$ cat src/design/bsf_pkg.sv
// Shared types and constants for the Bezier segment flattener.
package bsf_pkg;

    localparam int MAX_STEPS_DEF   = 64;
    localparam int COORD_WIDTH_DEF = 16;
    localparam int STEPS_RST       = 16;
    localparam int CFG_W           = 7;
    localparam int PT_W            = 16;
    localparam int T_W             = 16;

    typedef struct packed {
        logic                   func;
        logic signed [PT_W-1:0] p0_x;
        logic signed [PT_W-1:0] p0_y;
        logic signed [PT_W-1:0] p1_x;
        logic signed [PT_W-1:0] p1_y;
        logic signed [PT_W-1:0] p2_x;
        logic signed [PT_W-1:0] p2_y;
        logic signed [PT_W-1:0] p3_x;
        logic signed [PT_W-1:0] p3_y;
    } t_seg_in;

    typedef struct packed {
        logic signed [PT_W-1:0] point_x;
        logic signed [PT_W-1:0] point_y;
        logic                   last;
    } t_point_out;

endpackage

$ cat src/design/bsf_lerp.sv
// Two-stage linear interpolation a + t*(b - a), truncated toward zero and saturated.
module bsf_lerp #(
    parameter int COORD_WIDTH = bsf_pkg::COORD_WIDTH_DEF
) (
    input  logic                          i_clk,
    input  logic [bsf_pkg::T_W-1:0]       i_t,
    input  logic signed [COORD_WIDTH-1:0] i_a,
    input  logic signed [COORD_WIDTH-1:0] i_b,
    output logic signed [COORD_WIDTH-1:0] o_r
);
    import bsf_pkg::*;

    localparam int W  = COORD_WIDTH;
    localparam int PW = W + T_W + 2;
    localparam int NW = W + T_W + 3;
    localparam int QW = NW - T_W;

    logic signed [W:0]      w_diff;
    logic signed [T_W:0]    w_t;
    logic signed [PW-1:0]   w_p;
    logic signed [NW-1:0]   w_num;
    logic signed [NW-1:0]   w_adj;
    logic        [QW-1:0]   w_q;
    logic                   w_ovf;
    logic signed [W-1:0]    w_sat;

    logic signed [W-1:0]    r_a;
    logic signed [PW-1:0]   r_p;
    logic signed [W-1:0]    r_r;

    assign w_diff = {i_b[W-1], i_b} - {i_a[W-1], i_a};
    assign w_t    = $signed({1'b0, i_t});
    assign w_p    = w_diff * w_t;

    always_ff @(posedge i_clk) begin
        r_a <= i_a;
        r_p <= w_p;
    end

    // bias negatives before the shift so the quotient truncates toward zero
    assign w_num = {{3{r_a[W-1]}}, r_a, {T_W{1'b0}}} + {r_p[PW-1], r_p};
    assign w_adj = w_num + (w_num[NW-1] ? NW'({T_W{1'b1}}) : NW'(0));
    assign w_q   = w_adj[NW-1:T_W];

    assign w_ovf = ~(&w_q[QW-1:W-1]) & (|w_q[QW-1:W-1]);
    assign w_sat = w_q[QW-1] ? {1'b1, {(W-1){1'b0}}} : {1'b0, {(W-1){1'b1}}};

    always_ff @(posedge i_clk) begin
        r_r <= w_ovf ? w_sat : w_q[W-1:0];
    end

    assign o_r = r_r;

endmodule

$ cat config.mk
export PLATFORM = sky130hd
export DESIGN_NAME = bsf_lerp
export DESIGN_NICKNAME = d
export VERILOG_FILES = /design/src/design/bsf_pkg.sv /design/src/design/bsf_lerp.sv
export SDC_FILE = /design/constraint.sdc
export NUM_CORES = 1
export LEC_CHECK = 0
export BUFFER_PORTS_ARGS = -buffer_cell sky130_fd_sc_hd__buf_2
export CAP_MARGIN = 20
export CORE_MARGIN = 5
export CORE_UTILIZATION = 32
export DETAILED_ROUTE_END_ITERATION = 10
export HOLD_SLACK_MARGIN = 0.05
export PLACE_DENSITY_LB_ADDON = 0.05
export SLEW_MARGIN = 5
export SYNTH_ARGS = -nofsm -noshare
export SYNTH_HDL_FRONTEND = slang
export SYNTH_SLANG_ARGS = --single-unit
$ cat constraint.sdc
create_clock -name i_clk -period 10 [get_ports i_clk]
set_clock_uncertainty 0.15 [all_clocks]
set_input_delay 2 -clock i_clk [delete_from_list [all_inputs] [get_ports i_clk]]
set_output_delay 2 -clock i_clk [all_outputs]
set_load 0.02 [all_outputs]
[Yosys cells after proc, flatten, opt, wreduce, memory -nomap -nowiden]
Cells that the tools add are included.
Storage, ports and cells
  register bits: 66
  output and inout port bits: 16
  word-level logic and storage cells: 14
  input bits: 49
Cells by class
  $mul: 1
  bitwise logic cells: 2
  $add $sub $neg: 3
  reductions and logical operators: 2
  mux-type cells: 3
Operator list (number)
  two-way mux 16 bit: 3
  adder 32 x 34 -> 35 bit: 1
  adder 35 x 16 -> 35 bit: 1
  multiplier 17 x 17 -> 34 bit: 1
  subtractor 16 x 16 -> 17 bit: 1
  AND reduction 4 bit: 1
  OR reduction 4 bit: 1
  AND 1 bit: 1
  inverter 1 bit: 1

[Depth between registers and ports, before layout]
Gate-level depths: netlist of the first run.
  word-level depth: 7
  mapped depth: 35

[Worst setup path before layout of the first run]
Ideal clock, no wire load.
  path kind: input -> register
  start: input i_b[0]
  end: register r_p[32]
  library setup time: 0.118 ns
  data arrival time: 9.687 ns
  path buffers: 1
  data required time: 9.732 ns
  stages: 33
  path slack: 0.045 ns
  path through: inv_1 > ha_1 > fa_1 > nor2b_1 > o21ai_0 > a21boi_0 > o21ai_0 > a21boi_0 > o2111ai_1 > a311oi_1 > o21ai_0 > a31oi_1 > clkbuf_1 > nand2_1 > fa_1 > fa_1 > fa_1 > inv_1 > fa_1 > fa_1 > inv_1 > fa_1 > inv_1 > ha_1 > and4_1 > and3_1 > a221oi_1 > a21oi_1 > a211oi_1 > or3b_2 > a31o_2 > nor2b_1 > xnor2_1
On the way
  cells in the longest elaborated chain, start to end: 2
Ends and longest elaborated chain
  start: declaration: line bsf_lerp.sv:8  | input logic signed [COORD_WIDTH-1:0] i_b,
  subtractor 16 x 16 -> 17 bit: line bsf_lerp.sv:31  | assign w_diff = {i_b[W-1], i_b} - {i_a[W-1], i_a};
  multiplier 17 x 17 -> 34 bit: line bsf_lerp.sv:33  | assign w_p = w_diff * w_t;
  net w_p[32]: line bsf_lerp.sv:20  | logic signed [PW-1:0] w_p;
  end signal: assignment: line bsf_lerp.sv:37  | r_p <= w_p;
  end: declaration: line bsf_lerp.sv:28  | logic signed [PW-1:0] r_p;
The timed path passes the listed nets, and every way through them passes these cells.

[Worst setup path after layout of the first run]
  start: input i_a[0]
  end: register r_p[32]
On the way
  cells in the longest elaborated chain, start to end: 2
Ends and longest elaborated chain
  start: declaration: line bsf_lerp.sv:7  | input logic signed [COORD_WIDTH-1:0] i_a,
  subtractor 16 x 16 -> 17 bit: line bsf_lerp.sv:31
  multiplier 17 x 17 -> 34 bit: line bsf_lerp.sv:33
  net w_p[32]: line bsf_lerp.sv:20
The timed path passes the listed nets, and every way through them passes these cells.

==> results.cfg, run 1 <==
[synth]
synthDistinctLibCells = 79
synth_cells = 1672
ys_async_sr_fraction_pct = 0
syn_avg_cell_area_um2 = 8.85
seq_area_frac_synth_pct = 8.93
synth_area_um2 = 14800
yosysTopAreaCell = fa_1
synth_top_cell_area_share_pct = 37.2
synth_edf_count = 0
yosysWarningCount = 0
ys_ff_latch = 66
synth_area_leaders = fa_1 (37%), ha_1 (12%), inv_1 (10%)
ys.flop_type = dfxtp_1
syn-num-nets = 2133

[timing]
fin_crit_ps = 9630
maxSlewViolCount = 0
hold_viol_final = 0
maxSlewHeadroom_pct = 30.1
setup_viol = 0
tightestPinTransition_ps = 1040
fmax_ghz = 0.104
period_share_pct = 96.3

[routing]
drtIter0Drc = 377
postRouteWirelength_mm = 41.1
drtPass1Iterations = 4
post_drt_via_cell_ratio = 4.58
drtAntennaViolNets = 0
vias = 11100
drc = 0
routedWlPerCell_um = 16.9

[clock_network]
clk_pin_slew_ps = 50
cts_hold_buf = 0
root_buffer = clkbuf_16
cts_buffers = 9
cts_buffer_depth = 2
clock_latency_ps = 330
cts_tree = built
htreeDepth = 3
cts_sinks = 66

[setup_path]
cpMostUsedCell = fa_1
reg2reg_slack_ps = 3520
reg2reg_from = r_a[0]
critical_path_required_ps = 10100
critPathMaxStageDelay_ps = 520
reg2reg_depth = 20
reg2reg_to = o_r[4]
cp.arrival_ps = 9730
end_kind = flop
cp_max_fo = 6
crit_type = input port to flop
crit_path_top_delay_cell = fa_1
start_kind = input port

[grt]
grt_pass1_vias = 12200
track_usage_pct = 16.7
grt_pass1_wl_mm = 67.2
grt.overflow.total = 0
grt_antenna_before_repair = 1
grt_max_degree = 19

[final_layout]
diodes = 0
drive_above_1_share_pct = 14.8
final_cells = 2427
area_growth_pct = 15.8
final.fill_count = 4722
multiInputGateArea_um2 = 11900
seqCellArea_um2 = 1320
final_nets = 2283

[flow_run]
cap_viol_max_count = 0

[hold_path]
holdPathStages = 3
hold_class = flop to flop
min_to = o_r[5]
holdCritStartpoint = r_p[21]

[run_status]
status = complete, no violations

[placed_design]
placedCellCount = 2406
portBuffers = 64
routabilityCongestion = 0.764
hpwl_mm = 35.1

[floorplan]
rows = 78
core_um2 = 45600
die_area_um2 = 50600
io_pins = 65
start_util_pct = 32.5
die_w_um = 225
die_h_um = 225
[cells in the mapped netlist (3+ instances only)]
| master | n |
|---|---|
| a2111oi_0 | 4 |
| a211oi_1 | 8 |
| a21boi_0 | 6 |
| a21o_1 | 17 |
| a21o_2 | 3 |
| a21oi_1 | 61 |
| a21oi_2 | 3 |
| a221oi_1 | 4 |
| a31oi_1 | 10 |
| and2_1 | 109 |
| and3_1 | 9 |
| and3b_1 | 7 |
| and4_1 | 6 |
| buf_1 | 3 |
| buf_2 | 4 |
| clkbuf_1 | 42 |
| dfxtp_1 | 66 |
| fa_1 | 275 |
| ha_1 | 137 |
| inv_1 | 401 |
| mux2i_1 | 3 |
| nand2_1 | 164 |
| nand2b_1 | 14 |
| nand3_1 | 19 |
| nand3b_1 | 10 |
| nand4_1 | 5 |
| nor2_1 | 36 |
| nor2b_1 | 35 |
| nor3_1 | 18 |
| nor4_1 | 4 |
| o2111ai_1 | 3 |
| o211ai_1 | 9 |
| o21a_1 | 3 |
| o21ai_0 | 36 |
| o21bai_1 | 6 |
| o31ai_1 | 5 |
| or2_2 | 4 |
| or3_1 | 4 |
| xnor2_1 | 53 |
| xor2_1 | 16 |
[state kept, by name, summed over array words and instances (netlist names)]
register  cells
r_a          16
r_p          34
o_r          16
[how the worst max path moves through the flow]
stage	startpoint	endpoint	slack, ps	cells past startpoint
finish	i_a[0]	r_p[32]	370	35
floorplan	i_b[0]	r_p[32]	50	33
global route	i_a[0]	r_p[32]	-60	35
detailed placement	i_a[1]	r_p[32]	-520	35
CTS	i_a[1]	r_p[32]	4	37
global placement	i_a[1]	r_p[32]	-530	35
[stage by stage]
stage               TNS [ps]  hold WS (ps)  instance area, um^2  worst slack, ps  utilization, %
floorplan                  0           511                14800             45.2               -
global placement       -2950           644                16600             -526            36.5
detailed placement     -2810           643                16600             -522            36.5
CTS                        0           672                17000             3.98            37.4
global route           -85.0           736                17100            -55.5            37.6
finish                     0           666                17100              366            37.6
[placed cells by master, fill, tap and decap left out, types with 14 or more instances in the layout]
cell type,Yosys,layout
nand2b_1,14,14
and2_1,109,106
buf_4,1,124
nor2_1,36,34
fa_1,275,271
ha_1,137,137
nand2_1,164,164
dfxtp_1,66,66
a21o_1,17,17
a21oi_1,61,60
nor3_1,18,15
xor2_1,16,16
nand3_1,19,19
o21ai_0,36,30
xnor2_1,53,51
buf_2,4,64
nor2b_1,35,34
inv_1,401,400
[kinds of logic after synthesis]
| kind of cell | synth area share, % |
|---|---|
| simple gates | 16.4 |
| buf+inv | 11.7 |
| fa+ha+maj | 48.9 |
| compound gates | 9.82 |
| xor+xnor | 4.09 |
| flops | 8.93 |
| mux | 0.203 |
[critical path, delay by kind of cell]
family	cells	cell delay [ps]
AO/OA/AOI/OAI	12	2010
buffers and inverters	7	660
adder cells (fa/ha/maj)	9	3690
AND/OR/NAND/NOR	6	1200
XOR/XNOR	1	160
[area by class of cell]
| type | instances | share of cell area [%] |
|---|---|---|
| multi-input combinational | 1152 | 69.4 |
| sequential | 66 | 7.71 |
| clock inverter | 4 | 0.424 |
| timing repair buffer | 192 | 7.77 |
| clock buffer | 12 | 1.56 |
| tap | 600 | 4.38 |
| inverter | 401 | 8.79 |
[per-layer routing]
metal / part of all wire [%] / global-route usage (%)
met1: 50 / 24.3
met2: 46 / 27.7
met3: 2.2 / 1.20
met4: 1.2 / 2.57
met5: 0 / 0
[repair_timing]
action / CTS / global route
endpoints found under the setup margin: 4 / 11
gates resized for setup: 11 / 26
pin swaps: 4 / 18
setup buffers: 3 / 2
endpoints found under the hold margin: 0 / 0
cloned: 0 / 0
Power of run 1 is not shown: default switching activity piles up to over one toggle a cycle in this logic, so the estimate is an artifact.
==> run 2: changes to the inputs <==
--- a/config.mk
+++ b/config.mk
@@ -7,12 +7,14 @@
 export LEC_CHECK = 0
 export BUFFER_PORTS_ARGS = -buffer_cell sky130_fd_sc_hd__buf_2
 export CAP_MARGIN = 20
+export CELL_PAD_IN_SITES_DETAIL_PLACEMENT = 2
+export CELL_PAD_IN_SITES_GLOBAL_PLACEMENT = 2
 export CORE_MARGIN = 5
 export CORE_UTILIZATION = 32
 export DETAILED_ROUTE_END_ITERATION = 10
 export HOLD_SLACK_MARGIN = 0.05
 export PLACE_DENSITY_LB_ADDON = 0.05
-export SLEW_MARGIN = 5
+export SLEW_MARGIN = 40
 export SYNTH_ARGS = -nofsm -noshare
 export SYNTH_HDL_FRONTEND = slang
 export SYNTH_SLANG_ARGS = --single-unit
==> run 2 against run 1 <==
  * Critical path depth did not move
  * Routed wire length rose by 12%
  * Highest routed layer unchanged
  * Core utilization rose by 0.27 points
  * Largest cell class unchanged
  * Critical path type unchanged
  * Global-route usage rose by 2.0 points
  * Register-to-register slack got worse by 490 ps
  * Critical endpoint unchanged
==> results.cfg, run 2 (synthesis gave the netlist of run 1 again) <==
[routing]
drc = 0
postRouteWirelength_mm = 45.9
vias = 11500
post_drt_via_cell_ratio = 4.70
routedWlPerCell_um = 18.8
drtAntennaViolNets = 0
drtPass1Iterations = 4
drtIter0Drc = 325

[clock_network]
cts_buffers = 9
root_buffer = clkbuf_16
htreeDepth = 3
cts_sinks = 66
cts_buffer_depth = 2
cts_tree = built
cts_hold_buf = 0
clock_latency_ps = 340
clk_pin_slew_ps = 60

[placed_design]
placed_area_um2 = 16700
hpwl_mm = 39.9
routabilityCongestion = 0.797
portBuffers = 64
placedCellCount = 2420

[flow_run]
cap_viol_max_count = 0

[timing]
tightestPinTransition_ps = 810
fin_crit_ps = 9670
fmax_ghz = 0.103
maxSlewViolCount = 0
setup_viol = 0
hold_viol_final = 0
maxSlewHeadroom_pct = 45.6
period_share_pct = 96.7

[setup_path]
critical_path_required_ps = 10080
critPathMaxStageDelay_ps = 510
cp.arrival_ps = 9750
crit_type = input port to flop
end_kind = flop
cpMostUsedCell = fa_1
start_kind = input port
cp_max_fo = 6
crit_path_top_delay_cell = fa_1

[hold_path]
hold_class = flop to flop

[floorplan]
die_area_um2 = 50600
start_util_pct = 32.5
rows = 78
die_h_um = 225
core_um2 = 45600
die_w_um = 225
io_pins = 65

[grt]
grt.overflow.total = 0
grt_pass1_vias = 13400
grt_pass1_wl_mm = 74.5
grt_max_degree = 19
grt_antenna_before_repair = 2
track_usage_pct = 18.6

[run_status]
status = complete, no violations

[final_layout]
final.fill_count = 5105
final_cells = 2443
drive_above_1_share_pct = 15.6
largest_register_ffs = 34
fin_util_pct = 37.9
multiInputGateArea_um2 = 11900
top_register = r_p
mostFrequentLayoutCells = inv_1 (400), fa_1 (272), nand2_1 (164)
final_nets = 2298
stdcell_area_um2 = 17300
area_growth_pct = 16.6
final_common_cell = inv_1
seqCellArea_um2 = 1320
-- run 2: worst paths after layout --
path | from | endpoint | slack [ps] | cells past startpoint
setup reg to reg | r_p[16] | o_r[0] | 3030 | 20
hold reg to reg | r_p[21] | o_r[5] | 680 | 3
hold / removal | r_p[21] | o_r[5] | 680 | 3
setup / recovery | i_a[0] | r_p[32] | 330 | 35
-- run 2: layout make-up --
cell class	count	share of cell area [%]
multi-input cells	1152	69.2
clock buffers	11	1.35
repair buffers	207	8.29
clock inverters	5	0.457
diodes	1	0.0145
well taps	600	4.35
inverters	401	8.72
flip-flops and latches	66	7.66
-- run 2: what timing repair did --
action	4_1_cts	5_1_grt
hold endpoints to repair	0	0
setup buffers	2	4
pin swaps	6	24
gates cloned	0	0
resized for setup	15	29
setup endpoints to repair	11	10
-- run 2: per-layer routing --
layer  vias up  GRT usage (%)  share of wire [%]
met5         -              0                  0
met4         0           2.46               0.79
met3        17           1.26                2.3
met2       115           32.6                 48
met1      5877           26.1                 49
li1       5477              -                  -
-- run 2: critical path: cells and delay by family --
kind                       cells  cell delay [ps]
and+or+nand+nor                6             1230
buffers and inverters          7              660
AOI/OAI and AO/OA             12             2080
adders and majority gates      9             3650
xor gates and xnor gates       1              120
-- run 2: per-stage QoR --
stage / setup TNS, ps / setup slack, ps / hold WS [ps]
finish: 0 / 329 / 676
global route: -34.3 / -24.0 / 745
CTS: 0 / 12.9 / 684
detailed placement: -6190 / -772 / 672
global placement: -3560 / -553 / 649
floorplan: 0 / 45.2 / 511
Power of run 2 is left out for the same reason.
